===== config.mk =====
export PLATFORM = sky130hd
export DESIGN_NAME = icmp_echo_parser
export DESIGN_NICKNAME = d
export VERILOG_FILES = /design/src/sv/icmp_pkg.sv /design/src/sv/icmp_echo_parser.sv
export SDC_FILE = /design/constraint.sdc
export NUM_CORES = 1
export LEC_CHECK = 0
export BUFFER_PORTS_ARGS = -buffer_cell sky130_fd_sc_hd__buf_2
export CAP_MARGIN = 0
export CORE_MARGIN = 2
export CORE_UTILIZATION = 35
export CTS_CLUSTER_SIZE = 8
export DETAILED_ROUTE_END_ITERATION = 7
export PLACE_DENSITY_LB_ADDON = 0.08
export SLEW_MARGIN = 10
export SYNTH_ARGS = -nofsm -noshare
export SYNTH_HDL_FRONTEND = slang
export SYNTH_SLANG_ARGS = --single-unit

===== constraint.sdc =====
create_clock -name i_clk -period 7.5 [get_ports i_clk]
set_clock_uncertainty 0.05 [all_clocks]
set_input_delay 0 -clock i_clk [delete_from_list [all_inputs] [get_ports i_clk]]
set_output_delay 0 -clock i_clk [all_outputs]
set_load 0.02 [all_outputs]

===== src/sv/icmp_pkg.sv =====
// shared types, constants and the ones-complement adder for the icmp echo parser
// no dependencies; imported by icmp_echo_parser, icmp_chk and tb_top
`default_nettype none

package icmp_pkg;

    // width of the saturating byte counter
    localparam int LEN_BITS = 16;

    // output stream payload width: 60 bits of fields padded to whole bytes
    localparam int M_TDATA_W = 64;

    typedef enum logic [2:0] {
        ST_OK       = 3'd0,
        ST_SHORT    = 3'd1,
        ST_BAD_SUM  = 3'd2,
        ST_SHORT_IP = 3'd3,
        ST_UNKNOWN  = 3'd4
    } t_status;

    // icmp echo type codes
    localparam logic [7:0] V4_REQUEST = 8'd8;
    localparam logic [7:0] V4_REPLY   = 8'd0;
    localparam logic [7:0] V6_REQUEST = 8'd128;
    localparam logic [7:0] V6_REPLY   = 8'd129;

    // ip_mode register values
    localparam logic MODE_V4 = 1'b0;

    localparam logic [15:0] SUM_GOOD = 16'hffff;

    // 16-bit ones-complement add with end-around carry
    function automatic logic [15:0] oc_add(input logic [15:0] acc, input logic [15:0] word);
        logic [16:0] s;
        s = {1'b0, acc} + {1'b0, word};
        return s[16] ? (s[15:0] + 16'd1) : s[15:0];
    endfunction

endpackage

`default_nettype wire


===== src/sv/icmp_echo_parser.sv =====
// icmp echo parser top level: header strip, checksum, echo field capture
// depends on icmp_pkg
`default_nettype none

// usage
// - input stream s_axis_*: one packet byte per request in tdata, tlast on the
//   final byte of the packet; a request is taken when tvalid and tready are high
// - output stream m_axis_*: one request per payload byte and one for the last
//   byte; tuser flags a payload byte, tlast marks the packet status request
// - config: i_cfg_we writes i_cfg_wdata into ip_mode (0 ipv4, 1 ipv6); write it
//   only while no packet is in flight
// - a consumed byte moves from the input register to the result register;
//   its request is on m_axis from then on until it is taken
// - throughput: one byte per cycle unless the receiver stalls, set by the
//   per-byte checksum add and offset compares in one stage between registers
// - bytes in the ipv4 header and icmp header bytes 0..7 (other than the last
//   byte) produce no output request and leave the result register free
// - a stalled receiver holds the result register; once the input register
//   holds a byte with a request, s_axis_tready drops until the result is taken
// - reset (synchronous, active low) empties both registers, sets ipv4 mode
//   and clears all per-packet state; the same state clears after each last byte
module icmp_echo_parser (
    input  wire                             i_clk,
    input  wire                             i_rst_n,
    // config
    input  wire                             i_cfg_we,
    input  wire                             i_cfg_wdata,
    // input stream
    input  wire                             s_axis_tvalid,
    output logic                            s_axis_tready,
    input  wire  [7:0]                      s_axis_tdata,   // [7:0] data_byte
    input  wire                             s_axis_tlast,   // last_byte
    // output stream
    output logic                            m_axis_tvalid,
    input  wire                             m_axis_tready,
    // [7:0] payload_byte, [10:8] status, [11] is_reply, [27:12] ident,
    // [43:28] seq_number, [59:44] payload_length, [63:60] zero
    output logic [icmp_pkg::M_TDATA_W-1:0]  m_axis_tdata,
    output logic                            m_axis_tlast,   // done_res
    output logic                            m_axis_tuser    // payload_valid
);
    import icmp_pkg::*;

    // config register
    logic r_ip_mode;

    // input register
    logic       r_in_valid;
    logic [7:0] r_in_byte;
    logic       r_in_last;

    // per-packet state
    logic [LEN_BITS-1:0] r_byte_count, n_byte_count;
    logic [5:0]          r_hdr_len,    n_hdr_len;
    logic [15:0]         r_sum_acc,    n_sum_acc;
    logic [7:0]          r_high_byte,  n_high_byte;
    logic                r_half_pend,  n_half_pend;
    logic [7:0]          r_type_byte,  n_type_byte;
    logic [15:0]         r_ident,      n_ident;
    logic [15:0]         r_seq,        n_seq;

    // result register
    logic                 r_out_valid;
    logic [M_TDATA_W-1:0] r_out_data, n_out_data;
    logic                 r_out_last;
    logic                 r_out_pay;

    // per-byte working signals
    logic [5:0]          hlen;
    logic [LEN_BITS-1:0] hlen_ext;
    logic                in_icmp;
    logic [LEN_BITS-1:0] off;
    logic                pay;
    logic [15:0]         sum_word;
    logic [15:0]         fin_sum;
    logic [LEN_BITS-1:0] total;
    logic [LEN_BITS-1:0] rem;
    logic [LEN_BITS-1:0] pl;
    logic [15:0]         plen;
    t_status             status;
    logic                reply;
    logic [7:0]          req_code, rep_code;
    logic                produces;
    logic                out_free;
    logic                consume;

    assign out_free      = !r_out_valid || m_axis_tready;
    assign produces      = pay || r_in_last;
    assign consume       = r_in_valid && (!produces || out_free);
    assign s_axis_tready = !r_in_valid || consume;

    always_comb begin
        // header length is fixed by the first byte of the packet
        if (r_byte_count == '0) begin
            hlen = (r_ip_mode == MODE_V4) ? {r_in_byte[3:0], 2'b00} : 6'd0;
        end else begin
            hlen = r_hdr_len;
        end
        hlen_ext = LEN_BITS'(hlen);
        in_icmp  = (r_byte_count >= hlen_ext);
        off      = r_byte_count - hlen_ext;
        pay      = in_icmp && (off >= LEN_BITS'(8));

        // capture echo header fields
        n_type_byte = r_type_byte;
        n_ident     = r_ident;
        n_seq       = r_seq;
        if (in_icmp) begin
            case (off)
                LEN_BITS'(0): n_type_byte   = r_in_byte;
                LEN_BITS'(4): n_ident[15:8] = r_in_byte;
                LEN_BITS'(5): n_ident[7:0]  = r_in_byte;
                LEN_BITS'(6): n_seq[15:8]   = r_in_byte;
                LEN_BITS'(7): n_seq[7:0]    = r_in_byte;
                default: ;
            endcase
        end

        // checksum: pair bytes into big-endian words; the folded sum with any
        // unpaired byte padded is what the last byte is checked against
        if (in_icmp) begin
            sum_word = r_half_pend ? {r_high_byte, r_in_byte} : {r_in_byte, 8'h00};
        end else begin
            sum_word = r_half_pend ? {r_high_byte, 8'h00} : 16'h0000;
        end
        fin_sum = oc_add(r_sum_acc, sum_word);

        n_sum_acc   = r_sum_acc;
        n_high_byte = r_high_byte;
        n_half_pend = r_half_pend;
        if (in_icmp) begin
            if (r_half_pend) begin
                n_sum_acc   = fin_sum;
                n_half_pend = 1'b0;
            end else begin
                n_high_byte = r_in_byte;
                n_half_pend = 1'b1;
            end
        end

        // saturating byte count
        total = (r_byte_count == '1) ? r_byte_count : (r_byte_count + LEN_BITS'(1));

        // packet status on the last byte
        req_code = (r_ip_mode == MODE_V4) ? V4_REQUEST : V6_REQUEST;
        rep_code = (r_ip_mode == MODE_V4) ? V4_REPLY   : V6_REPLY;
        rem      = total - hlen_ext;
        pl       = rem - LEN_BITS'(8);
        if (LEN_BITS > 16 && (32'(pl) >> 16) != 32'd0) begin
            plen = 16'hffff;
        end else begin
            plen = 16'(pl);
        end
        reply  = 1'b0;
        status = ST_OK;
        if (total < hlen_ext) begin
            status = ST_SHORT_IP;
        end else if (rem < LEN_BITS'(8)) begin
            status = ST_SHORT;
        end else if (r_ip_mode == MODE_V4 && fin_sum != SUM_GOOD) begin
            status = ST_BAD_SUM;
        end else if (n_type_byte == req_code) begin
            reply = 1'b0;
        end else if (n_type_byte == rep_code) begin
            reply = 1'b1;
        end else begin
            status = ST_UNKNOWN;
        end

        // result word; fields other than the payload byte only on the last byte
        n_out_data = '0;
        if (pay) begin
            n_out_data[7:0] = r_in_byte;
        end
        if (r_in_last) begin
            n_out_data[10:8] = status;
            if (status == ST_OK) begin
                n_out_data[11]    = reply;
                n_out_data[27:12] = n_ident;
                n_out_data[43:28] = n_seq;
                n_out_data[59:44] = plen;
            end
        end

        n_byte_count = total;
        n_hdr_len    = hlen;
        // all per-packet state returns to zero after the last byte
        if (r_in_last) begin
            n_byte_count = '0;
            n_hdr_len    = '0;
            n_sum_acc    = '0;
            n_high_byte  = '0;
            n_half_pend  = 1'b0;
            n_type_byte  = '0;
            n_ident      = '0;
            n_seq        = '0;
        end
    end

    // config register
    always_ff @(posedge i_clk) begin
        if (!i_rst_n) begin
            r_ip_mode <= MODE_V4;
        end else if (i_cfg_we) begin
            r_ip_mode <= i_cfg_wdata;
        end
    end

    // input register
    always_ff @(posedge i_clk) begin
        if (!i_rst_n) begin
            r_in_valid <= 1'b0;
        end else if (s_axis_tready) begin
            r_in_valid <= s_axis_tvalid;
        end
    end

    always_ff @(posedge i_clk) begin
        if (s_axis_tready && s_axis_tvalid) begin
            r_in_byte <= s_axis_tdata;
            r_in_last <= s_axis_tlast;
        end
    end

    // per-packet state advances once per consumed byte
    always_ff @(posedge i_clk) begin
        if (!i_rst_n) begin
            r_byte_count <= '0;
            r_hdr_len    <= '0;
            r_sum_acc    <= '0;
            r_high_byte  <= '0;
            r_half_pend  <= 1'b0;
            r_type_byte  <= '0;
            r_ident      <= '0;
            r_seq        <= '0;
        end else if (consume) begin
            r_byte_count <= n_byte_count;
            r_hdr_len    <= n_hdr_len;
            r_sum_acc    <= n_sum_acc;
            r_high_byte  <= n_high_byte;
            r_half_pend  <= n_half_pend;
            r_type_byte  <= n_type_byte;
            r_ident      <= n_ident;
            r_seq        <= n_seq;
        end
    end

    // result register
    always_ff @(posedge i_clk) begin
        if (!i_rst_n) begin
            r_out_valid <= 1'b0;
        end else if (out_free) begin
            r_out_valid <= consume && produces;
        end
    end

    always_ff @(posedge i_clk) begin
        if (out_free && consume && produces) begin
            r_out_data <= n_out_data;
            r_out_last <= r_in_last;
            r_out_pay  <= pay;
        end
    end

    assign m_axis_tvalid = r_out_valid;
    assign m_axis_tdata  = r_out_data;
    assign m_axis_tlast  = r_out_last;
    assign m_axis_tuser  = r_out_pay;

endmodule

`default_nettype wire


; ---- Yosys cells after proc, flatten, opt, wreduce, memory -nomap -nowiden
; Cells that the tools add are included.
[classes]
add_sub_neg = 6
order_cmp = 4
eq_ne = 9
n_mux = 37
bitwise = 3
reduce_logical = 24
[op_table]
columns = op, n
row1 = $mux 16, 13
row2 = $mux 8, 12
row3 = $eq 16x3->1 const B, 4
row4 = $add 16x1->16 const B, 2
row5 = $logic_not 16->1, 2
row6 = $sub 16x6->16, 2
row7 = $mux 6, 3
row8 = $add 16x16->17, 1
row9 = $eq 16x16->1 const B, 1
row10 = $eq 8x8->1, 2
row11 = $ge 16x4->1 const B, 1
row12 = $ge 16x6->1, 1
row13 = $lt 16x4->1 const B, 1
row14 = $lt 16x6->1, 1
row15 = $ne 16x16->1 const B, 1
row16 = $sub 16x4->16 const B, 1
row17 = $mux 3, 5
row18 = $logic_and 1x1->1, 7
row19 = $reduce_and 3->1, 2
row20 = $reduce_or 6->1, 1
row21 = $logic_or 1x1->1, 4
row22 = $mux 1, 4
row23 = $reduce_and 2->1, 2
row24 = $reduce_bool 2->1, 2
row25 = other kinds (4), 8
[totals]
register_bits = 161
inputBits = 15
out_inout_bits = 68
wordCells = 102

; ---- Logic depth before layout (Yosys ltp)
[logic_depth]
ltp_word = 15
depth_mapped = 31
depth_no_buf = 28

; ---- Worst setup path after synthesis
; Ideal clock, no wire load.
[synth_path]
path_type = flip-flop to flip-flop
from = register r_byte_count[9]
to = register r_out_data[0], in the netlist m_axis_tdata[0], enable pin
setup_ps = 482
arrival_time_ps = 6529
setup_slack_ps = 438
stages_incl_launch_ff = 18
path_buffers = 2
synth_period_minus_slack_ps = 7062
cell_sequence = dfxtp_1 > buf_2 > or4_4 > nor2_1 > nand4_1 > nor3b_1 > a21oi_1 > ha_1 > or3_1 > a31o_2 > a21oi_1 > nand2_1 > o21bai_1 > a211oi_1 > o41a_1 > clkbuf_1 > o21ai_0 > nor2_1
[synth_via]
elab_chain_len = 11
word_cells_on_any_way = 12
[synth_rtl]
columns = element, line_no
row1 = from (decl), icmp_echo_parser.sv:53  ; logic [LEN_BITS-1:0] r_byte_count, n_byte_count;
row2 = from (signal assigned), icmp_echo_parser.sv:237  ; r_byte_count <= n_byte_count;
row3 = $logic_not 16->1, icmp_echo_parser.sv:94  ; if (r_byte_count == '0) begin
row4 = $mux 6, icmp_echo_parser.sv:94
row5 = $sub 16x6->16, icmp_echo_parser.sv:101  ; off = r_byte_count - hlen_ext;
row6 = $ge 16x4->1, icmp_echo_parser.sv:102  ; pay = in_icmp && (off >= LEN_BITS'(8));
row7 = $logic_and 1x1->1 (*), icmp_echo_parser.sv:102
row8 = net pay, icmp_echo_parser.sv:73  ; logic pay;
row9 = $logic_or 1x1->1 (*), icmp_echo_parser.sv:88  ; assign produces = pay || r_in_last;
row10 = $logic_not 1->1, icmp_echo_parser.sv:89  ; assign consume = r_in_valid && (!produces || out_free);
row11 = $logic_or 1x1->1, icmp_echo_parser.sv:89
row12 = $logic_and 1x1->1, icmp_echo_parser.sv:89
row13 = $logic_and 1x1->1, icmp_echo_parser.sv:258  ; if (out_free && consume && produces) begin
row14 = $logic_and 1x1->1 (*), icmp_echo_parser.sv:258
row15 = to (signal assigned), icmp_echo_parser.sv:259  ; r_out_data <= n_out_data;
row16 = to (decl), icmp_echo_parser.sv:64  ; logic [M_TDATA_W-1:0] r_out_data, n_out_data;
; The timed path passes the listed nets; every way through them passes the cells marked *.
; A chain may end at the register's enable or synchronous reset.

; ---- Worst setup path after layout
[layout_path]
from = register r_byte_count[8]
to = register r_out_data[58], in the netlist m_axis_tdata[58], data pin
[layout_via]
elab_chain_len = 14
word_cells_on_any_way = 29
[layout_rtl]
columns = element, line_no
row1 = $logic_not 16->1, icmp_echo_parser.sv:94
row2 = $mux 6, icmp_echo_parser.sv:94
row3 = $ge 16x6->1 or $sub 16x6->16 (tied branches), "icmp_echo_parser.sv:100, icmp_echo_parser.sv:101"
row4 = $mux 16 or $logic_not 16->1 (tied branches), "icmp_echo_parser.sv:121, icmp_echo_parser.sv:109"
row5 = $add 16x16->17 or $mux 8 (tied branches), "icmp_pkg.sv:35, icmp_echo_parser.sv:109"
row6 = $add 16x1->16 or $mux 8 (tied branches), "icmp_pkg.sv:36, icmp_echo_parser.sv:108"
row7 = $mux 16 or $eq 8x8->1 (tied branches), "icmp_pkg.sv:36, icmp_echo_parser.sv:164"
row8 = $ne 16x16->1 or $mux 3 (tied branches), "icmp_echo_parser.sv:160, icmp_echo_parser.sv:164"
row9 = $logic_and 1x1->1 or $mux 3 (tied branches), "icmp_echo_parser.sv:160, icmp_echo_parser.sv:162"
row10 = $mux 3, icmp_echo_parser.sv:160  ; end else if (r_ip_mode == MODE_V4 && fin_sum != SUM_GOOD) begin
row11 = $mux 3, icmp_echo_parser.sv:158  ; end else if (rem < LEN_BITS'(8)) begin
row12 = $mux 3, icmp_echo_parser.sv:156  ; if (total < hlen_ext) begin
row13 = $logic_not 3->1, icmp_echo_parser.sv:177  ; if (status == ST_OK) begin
row14 = $reduce_and 2->1 (no line), n/a
; Several ways; a longest one is shown, not always the timed one.

==> summary.md <==
| Metric | Value |
|---|---|
| Outcome | complete, no violations |
| Share of cells above drive strength 1 | 0.1950 |
| Final slew viol count | 0 |
| Buf/Inv on CP | 4 |
| Top Family by Delay on Critical Path | simple AND/OR/NAND/NOR gates |
| Die Y-Extent | ~170 um |
| Critical Path End Type | register |
| Chip width | ~170 um |
| Slew margin rel. | 0.3164 |
| Minimum setup slack among reg-to-reg paths | roughly 430 ps |
| Routed length per placed instance | around 19 um |
| Root Buffer | clkbuf_16 |
| First-pass GRT wire length | 48.51 mm |
| Min-delay src | i_rst_n |
| Worst EP required | slightly below 8000 ps |
| Final nets | 1241 |
| Crit Reg-Reg Startpoint | r_byte_count[8]$_SDFFE_PN0P_ |
| Crit path arrival time | roughly 7300 ps |
| Hold worst-path end | m_axis_tvalid$_SDFFE_PN0N_ |
| Tmin final | ~7100 ps |
| Initial antenna violation count | 0 |
| Worst reg2reg path depth | 29 |
| Total track usage | 0.2038 |
| Detail Route Antenna Nets | 0 |
| Hold depth | 4 |
| Crit-path slowest cell | or4_4 |
| Most used DFF post-synth | dfxtp_1 |
| Sequential share of the synthesized area | 0.3917 |
| CORE AREA | ~28000 um2 |
| Clk_lat worst skew | 440 ps |
| Syn Area/Cell | 9.164 um2 |
| Max IR drop VDD | about 0.00012 V |
| Setup CP Type | reg2reg |
| Gate Count Post-Synth | between 1000 and 1500 |
| Syn Std Cell Area | 10040 um2 |
| DPL Wire Length | between 20 and 25 mm |
| Cell variety after synth | 91 |
| Worst setup SP type | register |
| # rows | between 60 and 70 |
| Period utilisation layout | 0.9431 |
| Max Clk Rate | around 140 MHz |
| Final hold vios | 0 |
| Yosys reg bits | between 150 and 200 |
| Post-route DRC violation count | 0 |
| Total grt overflow | 0 |
| Leakage | ~0.0045 uW |
| # IOs | 83 |
| Crit-path max FO | 25 |
| Pin count of the biggest net entering global routing | 63 |
| Crit path largest cell delay | a little under 600 ps |
| TritonCTS Buffers | 17 |
| Drt initial violations | between 700 and 800 |
| Initial Utilization | 0.3528 |
| Longest Clk Path Bufs | 2 |
| HP Class | in2reg |
| 1st-pass router iterations | 5 |
| Pwr/cell area | between 150 and 200 nW/um2 |
| PortBufs | between 70 and 80 |
| Dpl ws | around 130 ps |
| Die area | roughly 30000 um2 |
| Inserted Diodes | 0 |
| Vias | between 8000 and 9000 |
| Worst-margin pin slew | around 1000 ps |
| Number of clock sinks | 161 |
| Clock-pin slew of the registers on the worst-case setup and hold paths | around 80 ps |
| Vias in the first global route | between 8000 and 9000 |
| Final setup TNS | 0 ps |
| GPL Wtd Cong | about 0.90 |
| Max-Cap Viols | 0 |
| Synthesis warning total | 0 |
| R2R Path End | m_axis_tdata[58]$_SDFFCE_PN0P_ |
| PnR worst setup slack | approximately 430 ps |
| H-tree depth | 4 |
| Vias per cell | ~5.5 |
| Final setup violation count | 0 |
| Fill cells | approximately 2900 |
| CTS tree | done |
| Total wire length | just over 30 mm |
| Area Growth Syn to Fin | 18.57% |
| Ys async rst share | 0 |
| Post-synth EDFFs | 71 |
| RSZ-0062 raised after global routing | no |
-- worst min-delay path, stage by stage --
cell	delay [ps]
buf_2	90
inv_1	30
buf_4	220
a21oi_1	140
-- metal layers --
metal / track usage / vias to the layer above / wire length [um]
li1: - / 4277 / -
met1: 0.2971 / 4266 / 15480
met2: 0.3182 / 218 / 13800
met3: 0.02390 / 24 / 1116
met4: 0.05685 / 0 / 440
met5: 0 / - / 0
-- where the power goes --
part	switching [uW]	total (uW)	internal [uW]
clock	424	890	466
sequential	15.4	951	936
combinational	181	277	96.2
-- final cells by class --
cell class                      instances  area, um2  area share
Sequential cell                       161       3934      0.3303
Inverter                               28      105.1    0.008825
Timing Repair Buffer                  148      987.2     0.08290
Tap cell                              384      480.5     0.04034
Clock inverter                         13      137.6     0.01156
Clock buffer                           19      455.4     0.03824
Multi-Input combinational cell        836       5809      0.4878
-- synth_stat cells, types with 10 or more instances --
| master | number | share of area |
|---|---|---|
| clkbuf_1 | 44 | 0.016 |
| a211oi_1 | 10 | 0.0075 |
| o21ai_0 | 30 | 0.015 |
| ha_1 | 31 | 0.039 |
| dfxtp_1 | 90 | 0.18 |
| nor2_1 | 54 | 0.020 |
| inv_1 | 27 | 0.010 |
| and3_1 | 17 | 0.011 |
| a21oi_1 | 61 | 0.030 |
| a22o_1 | 16 | 0.014 |
| o2bb2ai_2 | 10 | 0.015 |
| o32ai_1 | 17 | 0.015 |
| edfxtp_1 | 71 | 0.21 |
| and2_1 | 21 | 0.013 |
| nand2_1 | 117 | 0.044 |
| nor3b_1 | 11 | 0.0082 |
| a21o_1 | 11 | 0.0082 |
| xnor2_1 | 34 | 0.030 |
| o22ai_1 | 18 | 0.011 |
| nor2b_1 | 11 | 0.0069 |
| xor2_1 | 20 | 0.017 |
| nand2b_1 | 14 | 0.0087 |
| nand4_1 | 22 | 0.014 |
| buf_2 | 15 | 0.0075 |
| or3_1 | 13 | 0.0081 |
| nor3_1 | 60 | 0.030 |
| mux2i_1 | 44 | 0.044 |
| nand3_1 | 38 | 0.019 |
-- sequential cells by signal (all words and copies together), names as in the netlist --
name           flops
r_seq             16
m_axis_tdata      60
r_sum_acc         16
r_half_pend        1
r_hdr_len          6
r_type_byte        8
m_axis_tuser       1
m_axis_tvalid      1
r_ip_mode          1
r_ident           16
r_in_last          1
r_byte_count      16
r_in_byte          8
r_high_byte        8
r_in_valid         1
m_axis_tlast       1
-- worst max-delay path by stage --
stage               cells after the start                             end                          from  slack [ps]
global placement                       28  m_axis_tdata[58]$_SDFFCE_PN0P_  r_byte_count[8]$_SDFFE_PN0P_         270
global route                           29  m_axis_tdata[58]$_SDFFCE_PN0P_  r_byte_count[8]$_SDFFE_PN0P_           7
floorplan                              17   m_axis_tdata[0]$_SDFFCE_PN0P_  r_byte_count[9]$_SDFFE_PN0P_         440
CTS                                    28  m_axis_tdata[58]$_SDFFCE_PN0P_  r_byte_count[8]$_SDFFE_PN0P_         110
detailed placement                     28  m_axis_tdata[58]$_SDFFCE_PN0P_  r_byte_count[8]$_SDFFE_PN0P_         130
finish                                 29  m_axis_tdata[58]$_SDFFCE_PN0P_  r_byte_count[8]$_SDFFE_PN0P_         430
-- cell families after synthesis --
logic type,share of synthesized area
AO/OA/AOI/OAI,0.1890
AND/OR/NAND/NOR,0.2290
buffers and inverters,0.04497
multiplexers,0.05133
XOR/XNOR,0.04709
flip-flops,0.3917
adder cells (fa/ha/maj),0.04659
other,0.0003734
-- cell usage in the layout, fill, tap and decap left out, types with 29 or more instances in the layout --
master    Yosys  routed
buf_2        15      78
xnor2_1      34      33
nand3_1      38      38
a21oi_1      61      60
nand2_1     117     115
dfxtp_1      90      90
nor3_1       60      52
buf_4         9      52
ha_1         31      29
nor2_1       54      52
edfxtp_1     71      71
mux2i_1      44      43
o21ai_0      30      29
-- per-stage QoR --
| step | hold WS, ps | util | cell area, um2 | total power (uW) | std cells |
|---|---|---|---|---|---|
| floorplan | 48.87 | - | 10050 | 1147 | 1099 |
| global placement | 130.3 | 0.3865 | 11000 | 1237 | 1538 |
| detailed placement | 129.9 | 0.3865 | 11000 | 1236 | 1538 |
| CTS | 9.572 | 0.4126 | 11750 | 2132 | 1585 |
| global route | 49.25 | 0.4183 | 11910 | 2197 | 1589 |
| finish | 35.17 | 0.4183 | 11910 | 2118 | 1589 |
-- repair_timing --
| action | CTS | global route |
|---|---|---|
| endpoints found under the hold margin | 12 | 0 |
| setup buffers | 0 | 3 |
| resized for setup | 0 | 32 |
| setup endpoints to repair | 0 | 50 |
| hold buffers | 15 | 0 |
(Power assumes the default switching activity.)
